## src/brbuf_pkg.sv

```systemverilog
// shared constants, codes and types of the ring byte buffer
`timescale 1ns / 1ps

package brbuf_pkg;

	localparam int STORE_DEPTH = 1024;
	localparam int MAX_PATTERN = 8;

	localparam int ADDR_W   = $clog2(STORE_DEPTH);
	localparam int CNT_W    = ADDR_W + 1;
	localparam int PLEN_W   = 4;
	localparam int PAT_W    = 64;
	localparam int ACT_W    = 3;
	localparam int CFG_IDX_W = 2;

	// beat widths, padded to whole bytes
	localparam int IN_W        = 8 + CNT_W;
	localparam int IN_TDATA_W  = ((IN_W + 7) / 8) * 8;
	localparam int RES_W       = 2 + 2 + ADDR_W + 3 * CNT_W;
	localparam int OUT_TDATA_W = ((RES_W + 7) / 8) * 8;

	localparam logic [CNT_W-1:0]  CAP_RESET  = CNT_W'(STORE_DEPTH);
	localparam logic [PLEN_W-1:0] PLEN_RESET = PLEN_W'(2);

	localparam logic [CFG_IDX_W-1:0] REG_CAPACITY = CFG_IDX_W'(0);
	localparam logic [CFG_IDX_W-1:0] REG_PATTERN  = CFG_IDX_W'(1);
	localparam logic [CFG_IDX_W-1:0] REG_PLEN     = CFG_IDX_W'(2);

	localparam logic [1:0] ST_OK    = 2'd0;
	localparam logic [1:0] ST_MISS  = 2'd1;
	localparam logic [1:0] ST_SHORT = 2'd2;

	typedef enum logic [ACT_W-1:0] {
		ACT_PUSH,
		ACT_CONSUME,
		ACT_COMMIT,
		ACT_SPAN_ALL,
		ACT_SPAN_N,
		ACT_FREE_SPAN,
		ACT_SEARCH,
		ACT_COMPARE
	} action_t;

	typedef enum logic [2:0] {
		S_IDLE,
		S_EXEC,
		S_READ,
		S_SHIFT,
		S_CHECK,
		S_FINISH
	} seq_state_t;

	// input beat payload, data byte in the low bits
	typedef struct packed {
		logic [CNT_W-1:0] count;
		logic [7:0]       data_byte;
	} item_t;

	// result payload, status in the low bits
	typedef struct packed {
		logic [CNT_W-1:0]  done_count;
		logic [CNT_W-1:0]  second_length;
		logic [CNT_W-1:0]  first_length;
		logic [ADDR_W-1:0] first_offset;
		logic [1:0]        segment_count;
		logic [1:0]        status;
	} result_t;

	// store access request from the sequencer
	typedef struct packed {
		logic              we;
		logic [ADDR_W-1:0] waddr;
		logic [7:0]        wdata;
		logic              re;
		logic [ADDR_W-1:0] raddr;
	} mem_req_t;

endpackage

```

## src/brbuf_match.sv

```systemverilog
// byte window and pattern comparator used by search and compare
`timescale 1ns / 1ps

module brbuf_match (
	input  logic                          clk,
	input  logic                          shift_en,
	input  logic [7:0]                    byte_in,
	input  logic [brbuf_pkg::PAT_W-1:0]   pattern,
	input  logic [brbuf_pkg::PLEN_W-1:0]  plen,
	output logic                          hit
);
	import brbuf_pkg::*;

	localparam int WIN_IDX_W = (MAX_PATTERN > 1) ? $clog2(MAX_PATTERN) : 1;

	// win_q[0] is the newest byte
	logic [7:0] win_q [MAX_PATTERN];

	always_ff @(posedge clk) begin
		if (shift_en) begin
			win_q[0] <= byte_in;
			for (int j = 1; j < MAX_PATTERN; j++) begin
				win_q[j] <= win_q[j-1];
			end
		end
	end

	// pattern byte k sits at window position plen-1-k
	always_comb begin
		logic [WIN_IDX_W-1:0] pos;
		hit = 1'b1;
		for (int k = 0; k < MAX_PATTERN; k++) begin
			pos = WIN_IDX_W'(plen - PLEN_W'(k) - PLEN_W'(1));
			if (PLEN_W'(k) < plen) begin
				if (win_q[pos] != pattern[8*k +: 8]) begin
					hit = 1'b0;
				end
			end
		end
	end

endmodule

```

## config.mk

```make
export PLATFORM = sky130hd
export DESIGN_NAME = brbuf_match
export DESIGN_NICKNAME = d
export VERILOG_FILES = /design/src/brbuf_pkg.sv /design/src/brbuf_match.sv
export SDC_FILE = /design/constraint.sdc
export NUM_CORES = 1
export LEC_CHECK = 0
export BUFFER_PORTS_ARGS = -buffer_cell sky130_fd_sc_hd__buf_4
export CAP_MARGIN = 10
export CORE_UTILIZATION = 30
export CTS_CLUSTER_DIAMETER = 200
export CTS_CLUSTER_SIZE = 24
export DETAILED_ROUTE_END_ITERATION = 16
export GPL_ROUTABILITY_DRIVEN = 0
export HOLD_SLACK_MARGIN = 0.05
export PLACE_DENSITY = 0.59
export SLEW_MARGIN = 20
export SYNTH_ARGS = -nofsm -noshare
export SYNTH_HDL_FRONTEND = slang
export SYNTH_SLANG_ARGS = --single-unit
```

## constraint.sdc

```tcl
create_clock -name clk -period 8.7 [get_ports clk]
set_input_delay 0.435 -clock clk [delete_from_list [all_inputs] [get_ports clk]]
set_output_delay 0.435 -clock clk [all_outputs]
set_load 0.005 [all_outputs]
```

==> results.md, run 1 <==
* Part of the Yosys area used for sequential elements at 31.2%
* Die ar. at 21100 um2
* Cell Pwr Density at 154 nW/um2
* Worst EP arrival at 5600 ps
* Post-route setup TNS at 0 ps
* Die Y at 145 um
* Mean area per synthesized cell at 15.1 um2
* Final setup vio count at 0
* Clock Pin Slew Worst Setup and Hold Paths at 50 ps
* Post-CTS Resized at 0
* Deepest clock path buffer count at 2
* Max-cap violations at 0
* Cell count after synthesis at 407
* Slew @ Worst Pin at 1020 ps
* Skew final at 5.92 ps
* Final hold vios at 0
* Final HPWL DP at 12300 um
* Fin crit share at 69.4%
* Yosys warning count at 0
* Largest net degree at the start of global routing at 68
* Final wirelength at 17200 um
* Largest family of logic cells by synthesized area: multiplexers
* Post-route ant nets at 0
* CP Capture Type: output port
* Wire per inst at 23.2 um
* Largest register FFs at 64
* Hold WC Path Type: input port to flop
* Post-place instance area at 6890 um2
* Combinational share of power at 32.9%
* Crit Path Max Fanout at 67
* Initial core utilization at 30.6%
* Clock share of power at 31.5%
* DRC at 0
* Post-synthesis adder-cell area fraction at 0.609%
* RSZ-0062 raised after global routing: no
* Max VDD drop at 0.000106 V
* GRT Util Overall at 16.8%
* Reg2reg start: win_q[6][1]
* Global-route wire length before repair at 26800 um
* Switching share of power at 30.3%
* Multiplexer share of the synthesized area at 45.8%
* Fin area at 7190 um2
* Yosys cell types at 43
* P_int at 0.000774 W
* Share of layout cells above drive strength 1 at 34.9%
* Fmax at 166 MHz
* CP Data Required Time at 8270 ps
* Chip Width at 145 um
* Post-CTS Setup Repair Bufs at 0
* IO Pins at 79
* Drt first pass iters at 5
* Status: complete, no violations
* 1st-iter DRT viols at 351
* H-Tree Level Count at 3
* Ant. Diodes at 0
* Area fraction in compound gates after synthesis at 2.92%
* Rows at 52
* Clk sinks at 64
* Sw Pwr at 0.000337 W
* Via density at 5.67
* Post-synth EDFFs at 64
* Slew Viols, Final at 0
* Number of I/O port buffers at 78
* Vias at 4214
* Synthesized area at 6160 um2
* Fillers at 1963
* Core Area at 20200 um2
* Area grow syn2layout at 16.7%
* CTS tree: done
* Initial antenna violation count at 0
* CP Class: input port to output port
* Slew HR at 31.9%
* Flop pwr share at 35.6%
* Num CTS Buffers at 9
* Post-layout min period at 6040 ps
* CTS root buf: clkbuf_16
* Syn Nets at 488
* Critical Path Start: plen[0]
* Worst Hold Launch: byte_in[7]
* Post-synthesis simple-gate area fraction at 3.21%
* Biggest regs: win_q x64
* Async set-reset flop share out of synthesis at 0%
* Remaining global-route overflow at 0
* Hold buffer count at CTS at 0
* Leak at 2.64 nW
* Setup crit start kind: input port
* Top FF cell, synth: edfxtp_1
* Number of global-route vias before repair at 4402
* Largest register by flop count: win_q
* Commonest non-fill, non-tap cells in the layout: mux2i_1 (81), buf_4 (80), mux4_2 (65)
* Most common cell after layout, fill and taps aside: mux2i_1
* Clk_lat worst skew at 340 ps
* Post-Synth XOR/XNOR Area at 12.3%
* Post-synthesis register bit count at 64
* Final layout net count at 549
-- synthesized netlist by cell type (3+ instances only) --
library cell	instances	area share, %
nor2b_1	3	0.30
xnor2_1	48	6.8
buf_6	6	1.1
o22ai_1	4	0.41
nor2_1	3	0.18
edfxtp_1	64	31
a21oi_1	4	0.32
buf_4	5	0.61
mux2i_1	81	13
nor4_1	10	1.0
mux4_1	20	8.5
a211oi_1	4	0.49
clkbuf_1	3	0.18
mux4_2	65	24
xor2_1	30	4.3
inv_1	3	0.18
nand2_1	4	0.24
nor3_1	5	0.41
ha_1	3	0.61
buf_2	13	1.1
-- power by group through the flow --
stage | Sequential (W) | Combinational [W] | Clock [W]
floorplan | 0.000386 | 0.000270 | 0
finish | 0.000396 | 0.000366 | 0.000349
detailed placement | 0.000401 | 0.000363 | 0
global placement | 0.000399 | 0.000360 | 0
CTS | 0.000395 | 0.000365 | 0.000355
global route | 0.000399 | 0.000394 | 0.000367
-- path summary, 6_finish.rpt --
kind	end	slack, ps	cells after the start
worst max-delay path	hit	2660	12
worst max register to register	win_q[7][1]	7880	0
worst min register to register	win_q[5][6]	570	0
worst min-delay path	win_q[0][7]	270	1
-- cells by family (layout without fill, tap and decap cells) --
| group | count (synthesis) | in the layout |
|---|---|---|
| buffers and inverters | 35 | 101 |
| XOR/XNOR | 81 | 81 |
| multiplexers | 167 | 167 |
| adder cells (fa/ha/maj) | 3 | 3 |
| AND/OR/NAND/NOR | 33 | 33 |
| flip-flops | 64 | 64 |
| AO/OA/AOI/OAI | 24 | 24 |
-- per-stage QoR --
stage,setup WS (ps),instances,util [%],hold slack [ps],total power [W]
floorplan,4720,407,-,481,0.000656
CTS,2800,742,35.5,260,0.00111
global route,2320,743,35.7,261,0.00116
global placement,2790,726,34.1,541,0.000760
finish,2660,743,35.7,267,0.00111
detailed placement,2810,726,34.1,542,0.000764
-- worst max-delay path, stage by stage --
cell and delay [ps]:
buf_4 410, clkinv_1 690, ha_4 1180, mux4_2 420
mux2i_1 220, xnor2_1 130, nor4_1 790, nand3_1 170
nor3_1 440, o211ai_1 180, a211oi_2 270, buf_4 160
-- per-layer routing --
metal / GRT usage, % / share of wire, % / vias up
li1: - / - / 1825
met1: 23.2 / 43 / 2176
met2: 26.1 / 48 / 188
met3: 3.61 / 6.8 / 25
met4: 6.11 / 2.6 / 0
met5: 0 / 0 / -
-- area by class of cell --
class	instances	area, um2	area share (%)
inverters	4	15.0	0.209
flip-flops and latches	64	1920	26.7
multi-input cells	308	4010	55.8
repair buffers	81	628	8.73
well taps	270	338	4.70
clock buffers	10	229	3.18
clock inverters	6	50.0	0.696
No activity file was read; power rests on OpenSTA's default activity.
==> run 2, diff against run 1 <==
- PLACE_DENSITY: 0.59 -> 0.61
- clock period: 8.7 -> 5.5 ns (I/O delays scaled with it)
==> results.md, run 2 (synthesis gave the netlist of run 1 again) <==
* Vias at 4241
* Fin crit share at 81.2%
* Crit-path most repeated cell: buf_4
* Initial core utilization at 30.6%
* Leak at 2.66 nW
* Cell Pwr Density at 244 nW/um2
* Max VDD drop at 0.000148 V
* Top delay family on crit path: simple AND/OR/NAND/NOR gates
* Max stage delay on crit path at 650 ps
* Crit Path Max Fanout at 36
* Die Y at 145 um
* CP Class: input port to output port
* Slew Viols, Final at 0
* Status: complete, no violations
* Number of global-route vias before repair at 4272
* CP Data Required Time at 5220 ps
* Final cell count without fillers at 750
* Post-route setup TNS at 0 ps
* CTS root buf: clkbuf_16
* Drt first pass iters at 5
* Area grow syn2layout at 17.2%
* Remaining global-route overflow at 0
* Most common cell after layout, fill and taps aside: buf_4
* DRC at 0
* Hold WC Path Type: input port to flop
* Largest register FFs at 64
* IO Pins at 79
* Max-cap violations at 0
* H-Tree Level Count at 3
* Fmax at 224 MHz
* Final setup vio count at 0
* Final hold vios at 0
* Commonest non-fill, non-tap cells in the layout: buf_4 (88), mux2i_1 (81), mux4_2 (65)
* RSZ-0062 raised after global routing: no
* Post-CTS Setup Repair Bufs at 0
* Initial antenna violation count at 0
* CP Capture Type: output port
* Clk sinks at 64
* Share of layout cells above drive strength 1 at 36.0%
* CTS tree: done
* Via density at 5.65
* Skew final at 7.09 ps
* Fin area at 7230 um2
* Worst EP arrival at 4190 ps
* Chip Width at 145 um
* Hold buffer count at CTS at 0
* Slew HR at 36.2%
* Largest net degree at the start of global routing at 65
* Tot Pwr at 0.00176 W
* Post-CTS Resized at 0
* Core Area at 20200 um2
* Post-route ant nets at 0
* Placed cell count at 734
* Number of I/O port buffers at 78
* Deepest clock path buffer count at 2
* Slew @ Worst Pin at 948 ps
* 1st-iter DRT viols at 354
* Ant. Diodes at 0
* Final HPWL DP at 12500 um
* Rows at 52
* Final layout net count at 556
* CP bufs+invs at 4
* Fillers at 1996
* Final wirelength at 17300 um
* Critical path's slowest cell: ha_4
* Post-layout min period at 4460 ps
* Num CTS Buffers at 9
* Post-place instance area at 6950 um2
* Worst-path cell chain: buf_4 > clkinv_1 > ha_4 > buf_4 > mux4_2 > mux2i_1 > xnor2_1 > nor4_1 > o2111ai_1 > nor3_1 > o221ai_1 > a211oi_2 > buf_4
* Clock Pin Slew Worst Setup and Hold Paths at 50 ps
* Wire per inst at 23.1 um
* Clk_lat worst skew at 350 ps
* Biggest regs: win_q x64
* Largest register by flop count: win_q
* Die ar. at 21100 um2
* GRT Util Overall at 17.0%
* Setup crit start kind: input port
* Global-route wire length before repair at 26900 um
## run 2: cell count changes in the layout (fill, tap and decap cells not counted), sizes merged
| cell | before | now |
|---|---|---|
| buf | 81 | 88 |
| clkbuf | 10 | 11 |
| clkinv | 6 | 5 |
## run 2: path summary, 6_finish.rpt
| path | cells after the start | from | to | slack, ps |
|---|---|---|---|---|
| hold / removal | 1 | byte_in[5] | win_q[0][5] | 110 |
| setup reg to reg | 0 | win_q[4][0] | win_q[5][0] | 4670 |
| hold reg to reg | 0 | win_q[5][4] | win_q[6][4] | 540 |
| setup / recovery | 13 | plen[0] | hit | 1040 |
## run 2: layer usage
| metal | vias up | wire length, um | track usage [%] |
|---|---|---|---|
| li1 | 1840 | - | - |
| met1 | 2176 | 7470 | 23.2 |
| met2 | 207 | 8180 | 26.5 |
| met3 | 18 | 1360 | 4.04 |
| met4 | 0 | 320 | 5.42 |
| met5 | - | 0 | 0 |
## run 2: metrics by stage
step           setup slack (ps)  hold slack, ps  utilization, %
2_1_floorplan              1840             374               -
3_3_place_gp               1170             455            34.4
3_5_place_dp               1190             456            34.4
4_1_cts                    1170            96.9            35.8
5_1_grt                     776            99.5            35.8
6_report                   1040             106            35.8
## run 2: report_power, final
group	switching (W)	total [W]	leakage (nW)	internal [W]
registers	0.0000496	0.000625	0.626	0.000575
logic	0.000276	0.000583	1.90	0.000307
clock network	0.000211	0.000557	0.138	0.000346
## run 2: area by class of cell
cell class	instances	area (um2)	share of cell area (%)
Sequential cell	64	1920	26.6
Timing Repair Buffer	88	661	9.14
Clock inverter	5	47.5	0.658
Clock buffer	11	233	3.22
Inverter	4	15.0	0.208
Multi-Input combinational cell	308	4010	55.5
Tap cell	270	338	4.67
