## src/brbuf_pkg.sv

```systemverilog
// shared constants, codes and types of the ring byte buffer
`timescale 1ns / 1ps

package brbuf_pkg;

	localparam int STORE_DEPTH = 1024;
	localparam int MAX_PATTERN = 8;

	localparam int ADDR_W   = $clog2(STORE_DEPTH);
	localparam int CNT_W    = ADDR_W + 1;
	localparam int PLEN_W   = 4;
	localparam int PAT_W    = 64;
	localparam int ACT_W    = 3;
	localparam int CFG_IDX_W = 2;

	// beat widths, padded to whole bytes
	localparam int IN_W        = 8 + CNT_W;
	localparam int IN_TDATA_W  = ((IN_W + 7) / 8) * 8;
	localparam int RES_W       = 2 + 2 + ADDR_W + 3 * CNT_W;
	localparam int OUT_TDATA_W = ((RES_W + 7) / 8) * 8;

	localparam logic [CNT_W-1:0]  CAP_RESET  = CNT_W'(STORE_DEPTH);
	localparam logic [PLEN_W-1:0] PLEN_RESET = PLEN_W'(2);

	localparam logic [CFG_IDX_W-1:0] REG_CAPACITY = CFG_IDX_W'(0);
	localparam logic [CFG_IDX_W-1:0] REG_PATTERN  = CFG_IDX_W'(1);
	localparam logic [CFG_IDX_W-1:0] REG_PLEN     = CFG_IDX_W'(2);

	localparam logic [1:0] ST_OK    = 2'd0;
	localparam logic [1:0] ST_MISS  = 2'd1;
	localparam logic [1:0] ST_SHORT = 2'd2;

	typedef enum logic [ACT_W-1:0] {
		ACT_PUSH,
		ACT_CONSUME,
		ACT_COMMIT,
		ACT_SPAN_ALL,
		ACT_SPAN_N,
		ACT_FREE_SPAN,
		ACT_SEARCH,
		ACT_COMPARE
	} action_t;

	typedef enum logic [2:0] {
		S_IDLE,
		S_EXEC,
		S_READ,
		S_SHIFT,
		S_CHECK,
		S_FINISH
	} seq_state_t;

	// input beat payload, data byte in the low bits
	typedef struct packed {
		logic [CNT_W-1:0] count;
		logic [7:0]       data_byte;
	} item_t;

	// result payload, status in the low bits
	typedef struct packed {
		logic [CNT_W-1:0]  done_count;
		logic [CNT_W-1:0]  second_length;
		logic [CNT_W-1:0]  first_length;
		logic [ADDR_W-1:0] first_offset;
		logic [1:0]        segment_count;
		logic [1:0]        status;
	} result_t;

	// store access request from the sequencer
	typedef struct packed {
		logic              we;
		logic [ADDR_W-1:0] waddr;
		logic [7:0]        wdata;
		logic              re;
		logic [ADDR_W-1:0] raddr;
	} mem_req_t;

endpackage

```

## src/brbuf_seq.sv

```systemverilog
// sequencer: pointers, fill count and the byte-walking scan
`timescale 1ns / 1ps

module brbuf_seq (
	input  logic                          clk,
	input  logic                          arst_n,
	input  logic                          in_valid,
	output logic                          in_ready,
	input  brbuf_pkg::action_t            in_action,
	input  brbuf_pkg::item_t              in_item,
	input  logic                          cap_wr,
	input  logic [brbuf_pkg::CNT_W-1:0]   cap,
	input  logic [brbuf_pkg::PLEN_W-1:0]  plen,
	input  logic                          out_free,
	output logic                          res_valid,
	output brbuf_pkg::result_t            res,
	output brbuf_pkg::mem_req_t           mem_req,
	output logic                          shift_en,
	input  logic                          hit
);
	import brbuf_pkg::*;

	seq_state_t        state_q, state_d;
	action_t           act_q, act_d;
	item_t             item_q, item_d;
	logic [ADDR_W-1:0] rp_q, rp_d;
	logic [ADDR_W-1:0] wp_q, wp_d;
	logic [CNT_W-1:0]  fill_q, fill_d;
	logic [ADDR_W-1:0] addr_q, addr_d;
	logic [CNT_W-1:0]  idx_q, idx_d;
	logic [CNT_W-1:0]  mofs_q, mofs_d;
	logic              found_q, found_d;
	logic [1:0]        st_q, st_d;
	logic [CNT_W-1:0]  plen_x;

	assign plen_x = CNT_W'(plen);

	function automatic logic [ADDR_W-1:0] ring_add(input logic [ADDR_W-1:0] base,
			input logic [CNT_W-1:0] n, input logic [CNT_W-1:0] c);
		logic [CNT_W:0] s;
		s = (CNT_W+1)'(base) + (CNT_W+1)'(n);
		if (s >= (CNT_W+1)'(c)) begin
			s = s - (CNT_W+1)'(c);
		end
		return ADDR_W'(s);
	endfunction

	function automatic result_t make_span(input logic [ADDR_W-1:0] start,
			input logic [CNT_W-1:0] len, input logic [CNT_W-1:0] c);
		result_t        r;
		logic [CNT_W:0] endp;
		logic [CNT_W-1:0] head;
		r = '0;
		endp = (CNT_W+1)'(start) + (CNT_W+1)'(len);
		head = c - CNT_W'(start);
		if (len == '0) begin
			r.status = ST_MISS;
		end else begin
			r.status = ST_OK;
			r.first_offset = start;
			if (endp > (CNT_W+1)'(c)) begin
				r.segment_count = 2'd2;
				r.first_length = head;
				r.second_length = len - head;
			end else begin
				r.segment_count = 2'd1;
				r.first_length = len;
			end
		end
		return r;
	endfunction

	// search and compare result from the scan outcome
	function automatic result_t scan_result(input logic found, input logic [1:0] st,
			input logic [ADDR_W-1:0] rp, input logic [CNT_W-1:0] mofs,
			input logic [CNT_W-1:0] c);
		result_t        r;
		logic [CNT_W:0] sum;
		logic [CNT_W:0] q;
		r = '0;
		sum = (CNT_W+1)'(rp) + (CNT_W+1)'(mofs);
		q = sum - (CNT_W+1)'(c);
		if (!found) begin
			r.status = st;
		end else begin
			r.status = ST_OK;
			r.first_offset = rp;
			if (sum < (CNT_W+1)'(c)) begin
				r.segment_count = 2'd1;
				r.first_length = mofs;
			end else begin
				r.first_length = c - CNT_W'(rp);
				if (q == '0) begin
					r.segment_count = 2'd1;
				end else begin
					r.segment_count = 2'd2;
					r.second_length = CNT_W'(q);
				end
			end
		end
		return r;
	endfunction

	always_ff @(posedge clk or negedge arst_n) begin
		if (!arst_n) begin
			state_q <= S_IDLE;
			act_q   <= ACT_PUSH;
			item_q  <= '0;
			rp_q    <= '0;
			wp_q    <= '0;
			fill_q  <= '0;
			addr_q  <= '0;
			idx_q   <= '0;
			mofs_q  <= '0;
			found_q <= 1'b0;
			st_q    <= ST_OK;
		end else begin
			state_q <= state_d;
			act_q   <= act_d;
			item_q  <= item_d;
			addr_q  <= addr_d;
			idx_q   <= idx_d;
			mofs_q  <= mofs_d;
			found_q <= found_d;
			st_q    <= st_d;
			if (cap_wr) begin
				rp_q   <= '0;
				wp_q   <= '0;
				fill_q <= '0;
			end else begin
				rp_q   <= rp_d;
				wp_q   <= wp_d;
				fill_q <= fill_d;
			end
		end
	end

	always_comb begin
		logic [CNT_W-1:0] n;
		logic [CNT_W-1:0] room;
		logic [CNT_W-1:0] fill_new;
		logic [CNT_W:0]   next_addr;

		state_d = state_q;
		act_d   = act_q;
		item_d  = item_q;
		rp_d    = rp_q;
		wp_d    = wp_q;
		fill_d  = fill_q;
		addr_d  = addr_q;
		idx_d   = idx_q;
		mofs_d  = mofs_q;
		found_d = found_q;
		st_d    = st_q;

		in_ready  = (state_q == S_IDLE);
		res_valid = 1'b0;
		res       = '0;
		mem_req   = '0;
		shift_en  = 1'b0;

		room      = cap - fill_q;
		n         = '0;
		fill_new  = '0;
		next_addr = (CNT_W+1)'(addr_q) + (CNT_W+1)'(1);

		case (state_q)
			S_IDLE: begin
				if (in_valid) begin
					act_d   = in_action;
					item_d  = in_item;
					state_d = S_EXEC;
				end
			end
			S_EXEC: begin
				case (act_q)
					ACT_SEARCH, ACT_COMPARE: begin
						if (fill_q < plen_x) begin
							found_d = 1'b0;
							st_d    = (act_q == ACT_SEARCH) ? ST_MISS : ST_SHORT;
							state_d = S_FINISH;
						end else begin
							addr_d  = rp_q;
							idx_d   = '0;
							state_d = S_READ;
						end
					end
					default: begin
						if (out_free) begin
							res_valid = 1'b1;
							state_d   = S_IDLE;
							case (act_q)
								ACT_PUSH: begin
									if (fill_q < cap) begin
										mem_req.we    = 1'b1;
										mem_req.waddr = wp_q;
										mem_req.wdata = item_q.data_byte;
										wp_d          = ring_add(wp_q, CNT_W'(1), cap);
										fill_d        = fill_q + CNT_W'(1);
										res.done_count = CNT_W'(1);
									end
								end
								ACT_CONSUME: begin
									n = (item_q.count < fill_q) ? item_q.count : fill_q;
									fill_new = fill_q - n;
									if (n != '0) begin
										fill_d = fill_new;
										if (fill_new == '0) begin
											rp_d = '0;
											wp_d = '0;
										end else begin
											rp_d = ring_add(rp_q, n, cap);
										end
									end
									res.done_count = n;
								end
								ACT_COMMIT: begin
									n = (item_q.count < room) ? item_q.count : room;
									wp_d   = ring_add(wp_q, n, cap);
									fill_d = fill_q + n;
									res.done_count = n;
								end
								ACT_SPAN_ALL: begin
									res = make_span(rp_q, fill_q, cap);
								end
								ACT_SPAN_N: begin
									res = make_span(rp_q,
										(item_q.count > fill_q) ? '0 : item_q.count, cap);
								end
								ACT_FREE_SPAN: begin
									res = make_span(wp_q, room, cap);
								end
								default: begin
								end
							endcase
						end
					end
				endcase
			end
			S_READ: begin
				mem_req.re    = 1'b1;
				mem_req.raddr = addr_q;
				state_d       = S_SHIFT;
			end
			S_SHIFT: begin
				shift_en = 1'b1;
				idx_d    = idx_q + CNT_W'(1);
				addr_d   = (next_addr == (CNT_W+1)'(cap)) ? '0 : ADDR_W'(next_addr);
				state_d  = S_CHECK;
			end
			S_CHECK: begin
				if (act_q == ACT_COMPARE && idx_q == plen_x) begin
					found_d = 1'b0;
					st_d    = hit ? ST_OK : ST_MISS;
					state_d = S_FINISH;
				end else if (act_q == ACT_SEARCH && idx_q >= plen_x && hit) begin
					found_d = 1'b1;
					mofs_d  = idx_q - plen_x;
					state_d = S_FINISH;
				end else if (act_q == ACT_SEARCH && idx_q == fill_q) begin
					found_d = 1'b0;
					st_d    = ST_MISS;
					state_d = S_FINISH;
				end else begin
					mem_req.re    = 1'b1;
					mem_req.raddr = addr_q;
					state_d       = S_SHIFT;
				end
			end
			S_FINISH: begin
				if (out_free) begin
					res_valid = 1'b1;
					res       = scan_result(found_q, st_q, rp_q, mofs_q, cap);
					state_d   = S_IDLE;
				end
			end
			default: begin
				state_d = S_IDLE;
			end
		endcase
	end

`ifndef ASSERT_OFF
	a_fill_bound: assert property (@(posedge clk) disable iff (!arst_n)
		fill_q <= cap)
		else $error("fill count above capacity");

	a_ptr_bound: assert property (@(posedge clk) disable iff (!arst_n)
		(CNT_W'(rp_q) < cap) && (CNT_W'(wp_q) < cap))
		else $error("pointer at or beyond capacity");

	a_ptr_meet: assert property (@(posedge clk) disable iff (!arst_n)
		(fill_q == '0 || fill_q == cap) |-> rp_q == wp_q)
		else $error("pointers apart while ring is empty or full");

	a_res_room: assert property (@(posedge clk) disable iff (!arst_n)
		res_valid |-> out_free)
		else $error("result issued while output register is busy");

	a_scan_bound: assert property (@(posedge clk) disable iff (!arst_n)
		state_q == S_CHECK |-> (idx_q <= fill_q && idx_q != '0))
		else $error("scan walked past the fill");
`endif

endmodule

```

## config.mk

```make
export PLATFORM = sky130hd
export DESIGN_NAME = brbuf_seq
export DESIGN_NICKNAME = d
export VERILOG_FILES = /design/src/brbuf_pkg.sv /design/src/brbuf_seq.sv
export SDC_FILE = /design/constraint.sdc
export NUM_CORES = 1
export LEC_CHECK = 0
export BUFFER_PORTS_ARGS = -buffer_cell sky130_fd_sc_hd__buf_2
export CAP_MARGIN = 20
export CORE_ASPECT_RATIO = 0.9
export CORE_UTILIZATION = 43
export DETAILED_ROUTE_END_ITERATION = 12
export SLEW_MARGIN = 10
export SYNTH_ARGS = -nofsm -noshare
export SYNTH_HDL_FRONTEND = slang
export SYNTH_SLANG_ARGS = --single-unit
```

## constraint.sdc

```tcl
create_clock -name clk -period 6.8 [get_ports clk]
set_input_delay 0 -clock clk [delete_from_list [all_inputs] [get_ports clk]]
set_output_delay 0 -clock clk [all_outputs]
set_load 0.1 [all_outputs]
```

==> impl_metrics.json, run 1 <==
{
  "drive_gt1_frac": 0.184,
  "wire_per_inst_um": 24.5,
  "postRouteAntennaNets": 0,
  "initial_core_util": 0.438,
  "yosys.area.top_type_share": 0.187,
  "worstSetupStartpointType": "flip-flop",
  "num-fill-cells": 3629,
  "tritonroute_pass_1_iters": 5,
  "die_height_um": 187,
  "antenna_violations_before_repair": 1,
  "multi_input_comb_area_sq_um": 13700,
  "cts_buffer_depth": 2,
  "placement.io_buffers": 122,
  "cts.htree.levels": 3,
  "ios": 123,
  "critPathKind": "flip-flop to flip-flop",
  "cpPeakStageDelay_ns": 0.42,
  "drt_iter0_markers": 1870,
  "floorplan.die.width_um": 208,
  "timing.final.setup_violations": 0,
  "post_route_cell_area_sq_um": 20000,
  "via_count": 17800,
  "outcome": "completed",
  "core.rowCount": 67,
  "synth-edff-count": 0,
  "synth_top_flop_cell": "dfrtp_1",
  "ys_seq_elements": 91,
  "maxCapViolCount": 0,
  "dieArea_sq_um": 39000,
  "yosysSeqAreaShare": 0.139,
  "unrepaired_setup_endpoints_after_global_routing": "true",
  "worst-endpoint-arrival_ns": 7.05,
  "coreArea_sq_um": 37500,
  "clock_tree.root_cell": "clkbuf_16",
  "skew_ns": 0.0161,
  "wire_length_of_the_first_global_routing_pass_mm": 104,
  "clock_sinks": 91,
  "timing.critical_path.buf_inv": 3,
  "worst_r2r_startpoint": "fill_q[0]",
  "timing.final.ws_setup_ns": 0.00423,
  "antenna_cells_inserted": 0,
  "dp_slack_ns": -0.181,
  "final-seq-area_sq_um": 2280,
  "syn_area_sq_um": 16400,
  "synth.lib_cells_used.distinct": 80,
  "synth.avg_cell_area_sq_um": 7.75,
  "timing.fmax_ghz": 0.147,
  "hold_start": "hit",
  "crit_top_cell": "a21oi_2",
  "wp_data_required_ns": 7.06,
  "min_path_type": "input pin to flip-flop",
  "first_global_vias": 16700,
  "min_period_over_period": 0.999,
  "post_dp_cell_area_sq_um": 19200,
  "sum_of_net_half_perimeters_after_detailed_placement_mm": 56.3,
  "cts_tree": "yes",
  "crit_path_max_fanout": 8,
  "finish.net_count": 2708,
  "gp_congestion": 1.04,
  "timing.critical_path.from": "fill_q[0]",
  "critPathTopFamily": "compound AO/OA/AOI/OAI gates",
  "netlist.top_cell.by_area": "ha_1",
  "timing_worst_slew_pin_value_ns": 1.14,
  "numCtsBuffers": 9,
  "syn-instance-count": 2118,
  "clkTransAtPathRegs_ns": 0.08,
  "routed_wirelength_mm": 70.8,
  "grt_usage": 0.357,
  "insertion_delay_ns": 0.38,
  "area_growth_syn_to_layout_pct": 21.6,
  "overflow": 0,
  "fin_setup_tns_ns": 0,
  "maxSlewHeadroom": 0.234,
  "netlist_top_cells_area": "ha_1 (19%), dfrtp_1 (14%), xnor2_1 (6.6%)",
  "ys.warnings.count": 0,
  "final-max-slew-violation-count": 0,
  "slowest_stage": "dfrtp_1",
  "detail_route.drc_violations": 0,
  "async_reset_ff_frac": 1.00,
  "grt_max_degree": 64,
  "hold_violations": 0,
  "fin_crit_ns": 6.80,
  "via_per_inst": 6.17,
  "timing.critical_path.to_type": "flip-flop",
  "mappedNetlistNets": 2425
}
-- Yosys cell counts, types with 38 or more instances --
library cell  number
dfrtp_1           91
nand3_1           49
o21ai_0          122
nand2_1          159
mux2i_1           38
ha_1             245
clkbuf_1          52
inv_1            162
nor2b_1           46
xnor2_1          124
xor2_1            62
a21o_1            56
nor3_1            65
nor2_1           170
a21oi_1          136
-- registers in the layout (all words and copies together), names as in the netlist, 10 cells and up --
register  count
idx_q        11
addr_q       10
mofs_q       11
item_q       19
fill_q       11
rp_q         10
wp_q         10
-- layer usage --
layer	part of all wire	up-vias	global-route usage	wire [um]
met5	0	-	0	0
met4	0.046	0	0.160	3250
met3	0.096	151	0.0581	6790
met2	0.42	877	0.541	29700
met1	0.44	8479	0.494	31000
li1	-	8314	-	-
-- logic make-up after synthesis --
group | after synthesis | synth area share
AO/OA/AOI/OAI | 612 | 0.250
buffers and inverters | 222 | 0.0515
flip-flops | 91 | 0.139
multiplexers | 71 | 0.0472
XOR/XNOR | 188 | 0.102
adder cells (fa/ha/maj) | 265 | 0.210
AND/OR/NAND/NOR | 669 | 0.201
-- cell usage in the layout, fill, tap and decap left out, types with 22 or more instances in the layout --
master,netlist,final
nor2_1,170,167
mux2i_1,38,38
buf_2,4,101
o211ai_1,22,22
o22ai_1,30,24
nor3_1,65,64
xnor2_1,124,120
nor2b_1,46,44
nand3_1,49,49
xor2_1,62,61
and2_1,35,35
mux2_2,27,27
nand2b_1,28,28
a21o_1,56,56
o21ai_0,122,114
a21oi_1,136,129
inv_1,162,158
ha_1,245,237
nand2_1,159,154
dlygate4sd3_1,0,24
a211oi_1,35,32
buf_4,0,185
o21a_1,35,35
dfrtp_1,91,87
-- through the flow --
step	utilization	hold slack [ns]	cells
after floorplan	-	-0.296	2118
after global placement	0.511	-0.0304	2838
after detailed placement	0.511	-0.0276	2838
after CTS	0.526	0.0159	2879
after global routing	0.533	0.0379	2889
final	0.533	0.0361	2889
-- area by class of cell --
| class | count | share of cell area |
|---|---|---|
| Tap cell | 483 | 0.0303 |
| Clock buffer | 10 | 0.0120 |
| Inverter | 162 | 0.0304 |
| Timing Repair Buffer | 332 | 0.126 |
| Sequential cell | 91 | 0.114 |
| Multi-Input combinational cell | 1805 | 0.684 |
| Clock inverter | 6 | 0.00263 |
-- path summary, 6_finish.rpt --
check                           cells after the start   endpoint  slack [ns]
worst max-delay path                               32    wp_q[9]       0.004
worst min-delay path                                3    st_q[0]        0.04
worst max register to register                     32    wp_q[9]       0.004
worst min register to register                      1  item_q[7]        0.51
max in group asynchronous                           3  fill_q[1]        5.43
min in group asynchronous                           2  mofs_q[0]        0.11
-- worst reg2reg max path: cells and delay by family (launching register included) --
kind,cells,cell delay (ns)
DFF,1,0.42
and+or+nand+nor,3,0.53
buffers and inverters,3,0.40
muxes,1,0.31
xor gates and xnor gates,2,0.33
AOI/OAI and AO/OA,17,3.11
adders and majority gates,6,1.58
-- timing repair --
action	CTS	global route
endpoints found under the setup margin	16	34
setup buffers	1	10
gates resized for setup	6	49
hold buffers	24	0
endpoints found under the hold margin	51	0
pin swaps	2	32
Power of run 1 is not shown: default switching activity piles up to over one toggle a cycle in this logic, so the estimate is an artifact.
==> inputs of run 2 (changes only) <==
CORE_ASPECT_RATIO = unset   (was 0.9)
==> impl_metrics.json, run 2 (same netlist as run 1, synthesis figures left out) <==
{
  "timing_worst_slew_pin_value_ns": 1.01,
  "sum_of_net_half_perimeters_after_detailed_placement_mm": 53.8,
  "final-max-slew-violation-count": 0,
  "worstSetupStartpointType": "flip-flop",
  "antenna_violations_before_repair": 0,
  "min_path_type": "input pin to flip-flop",
  "outcome": "finished with violations",
  "utilization": 0.525,
  "coreArea_sq_um": 37700,
  "core.rowCount": 71,
  "postRouteAntennaNets": 0,
  "grt_usage": 0.349,
  "floorplan.die.width_um": 197,
  "placement.io_buffers": 122,
  "cpPeakStageDelay_ns": 0.55,
  "multi_input_comb_area_sq_um": 13800,
  "timing.fmax_ghz": 0.146,
  "slowest_stage": "or4_4",
  "clock_tree.root_cell": "clkbuf_16",
  "gp_congestion": 1.02,
  "largest_reg_flops": 19,
  "insertion_delay_ns": 0.38,
  "routed_wirelength_mm": 68.5,
  "ios": 123,
  "registers.top_by_ff_count": "item_q",
  "fin_cells": 2880,
  "cts_buffer_depth": 2,
  "timing.final.setup_violations": 7,
  "unrepaired_setup_endpoints_after_global_routing": "true",
  "detail_route.drc_violations": 0,
  "numCtsBuffers": 9,
  "hold_violations": 0,
  "placed_cells": 2826,
  "maxCapViolCount": 0,
  "num-fill-cells": 3683,
  "worst-endpoint-arrival_ns": 7.11,
  "wire_per_inst_um": 23.8,
  "clock_sinks": 91,
  "skew_ns": 0.0125,
  "drive_gt1_frac": 0.177,
  "dieArea_sq_um": 39000,
  "antenna_cells_inserted": 0,
  "maxSlewHeadroom": 0.325,
  "wire_length_of_the_first_global_routing_pass_mm": 101,
  "violations": "setup timing",
  "grt_max_degree": 68,
  "crit_path_max_fanout": 8,
  "area_growth_syn_to_layout_pct": 20.3,
  "tritonroute_pass_1_iters": 6,
  "overflow": 0,
  "mostFrequentLayoutCell": "ha_1",
  "timing.critical_path.to_type": "flip-flop",
  "via_per_inst": 6.05,
  "wp_data_required_ns": 7.06,
  "final-seq-area_sq_um": 2280,
  "critPathKind": "flip-flop to flip-flop",
  "min_period_over_period": 1.01,
  "cts.htree.levels": 3,
  "fin_crit_ns": 6.86,
  "cts_tree": "yes",
  "first_global_vias": 16600,
  "crit_top_cell": "a21oi_2",
  "drt_iter0_markers": 1651,
  "clkTransAtPathRegs_ns": 0.09,
  "via_count": 17400,
  "die_height_um": 197,
  "layout_common_cells": "ha_1 (233), nor2_1 (166), inv_1 (159), nand2_1 (152), buf_4 (144)",
  "timing.final.ws_setup_ns": -0.0582,
  "initial_core_util": 0.436,
  "finish.net_count": 2671
}
## run 2: final timing paths
kind / start / slack (ns) / cells after the start / endpoint
max: fill_q[4] / -0.06 / 31 / wp_q[3]
max reg2reg: fill_q[4] / -0.06 / 31 / wp_q[3]
max in group asynchronous: arst_n / 5.37 / 3 / fill_q[1]
min in group asynchronous: arst_n / 0.09 / 2 / mofs_q[1]
min reg2reg: item_q[6] / 0.51 / 1 / item_q[6]
min: cap_wr / 0.04 / 2 / fill_q[0]
## run 2: timing repair
item,4_1_cts,5_1_grt
hold buffers,24,0
setup endpoints to repair,18,33
pin swaps,6,34
setup buffers,1,15
gates cloned,0,1
gates resized for setup,5,63
endpoints found under the hold margin,47,0
## run 2: layer usage
layer | routed length (um) | GRT usage | part of all wire | vias up
li1 | - | - | - | 8223
met1 | 30300 | 0.482 | 0.44 | 8271
met2 | 28900 | 0.533 | 0.42 | 773
met3 | 5640 | 0.0451 | 0.082 | 159
met4 | 3580 | 0.174 | 0.052 | 0
met5 | 0 | 0 | 0 | -
## run 2: per-stage QoR
stage               TNS (ns)  instance area (sq um)  hold WS (ns)  setup WS [ns]
floorplan                  0                  16600        -0.296         0.0122
global placement      -0.468                  18800       -0.0513        -0.0767
detailed placement     -1.47                  18800       -0.0474         -0.203
CTS                        0                  19400        0.0185        0.00264
global route           -1.98                  19800        0.0469         -0.268
finish                -0.253                  19800        0.0397        -0.0582
## run 2: cell type report
class                   count  share of cell area
clock buffers               9              0.0114
clock inverters             7             0.00361
inverters                 162              0.0308
multi-input cells        1805               0.698
flip-flops and latches     91               0.115
well taps                 511              0.0324
repair buffers            295               0.108
## run 2: worst max-delay path, delay by kind of cell (launching register included)
kind            cells  cell delay, ns
flops               1            0.41
buf+inv             3            0.38
mux                 1            0.32
fa+ha+maj           5            1.38
simple gates        4            0.97
xor+xnor            2            0.25
compound gates     16            3.04
Power of run 2 is left out for the same reason.
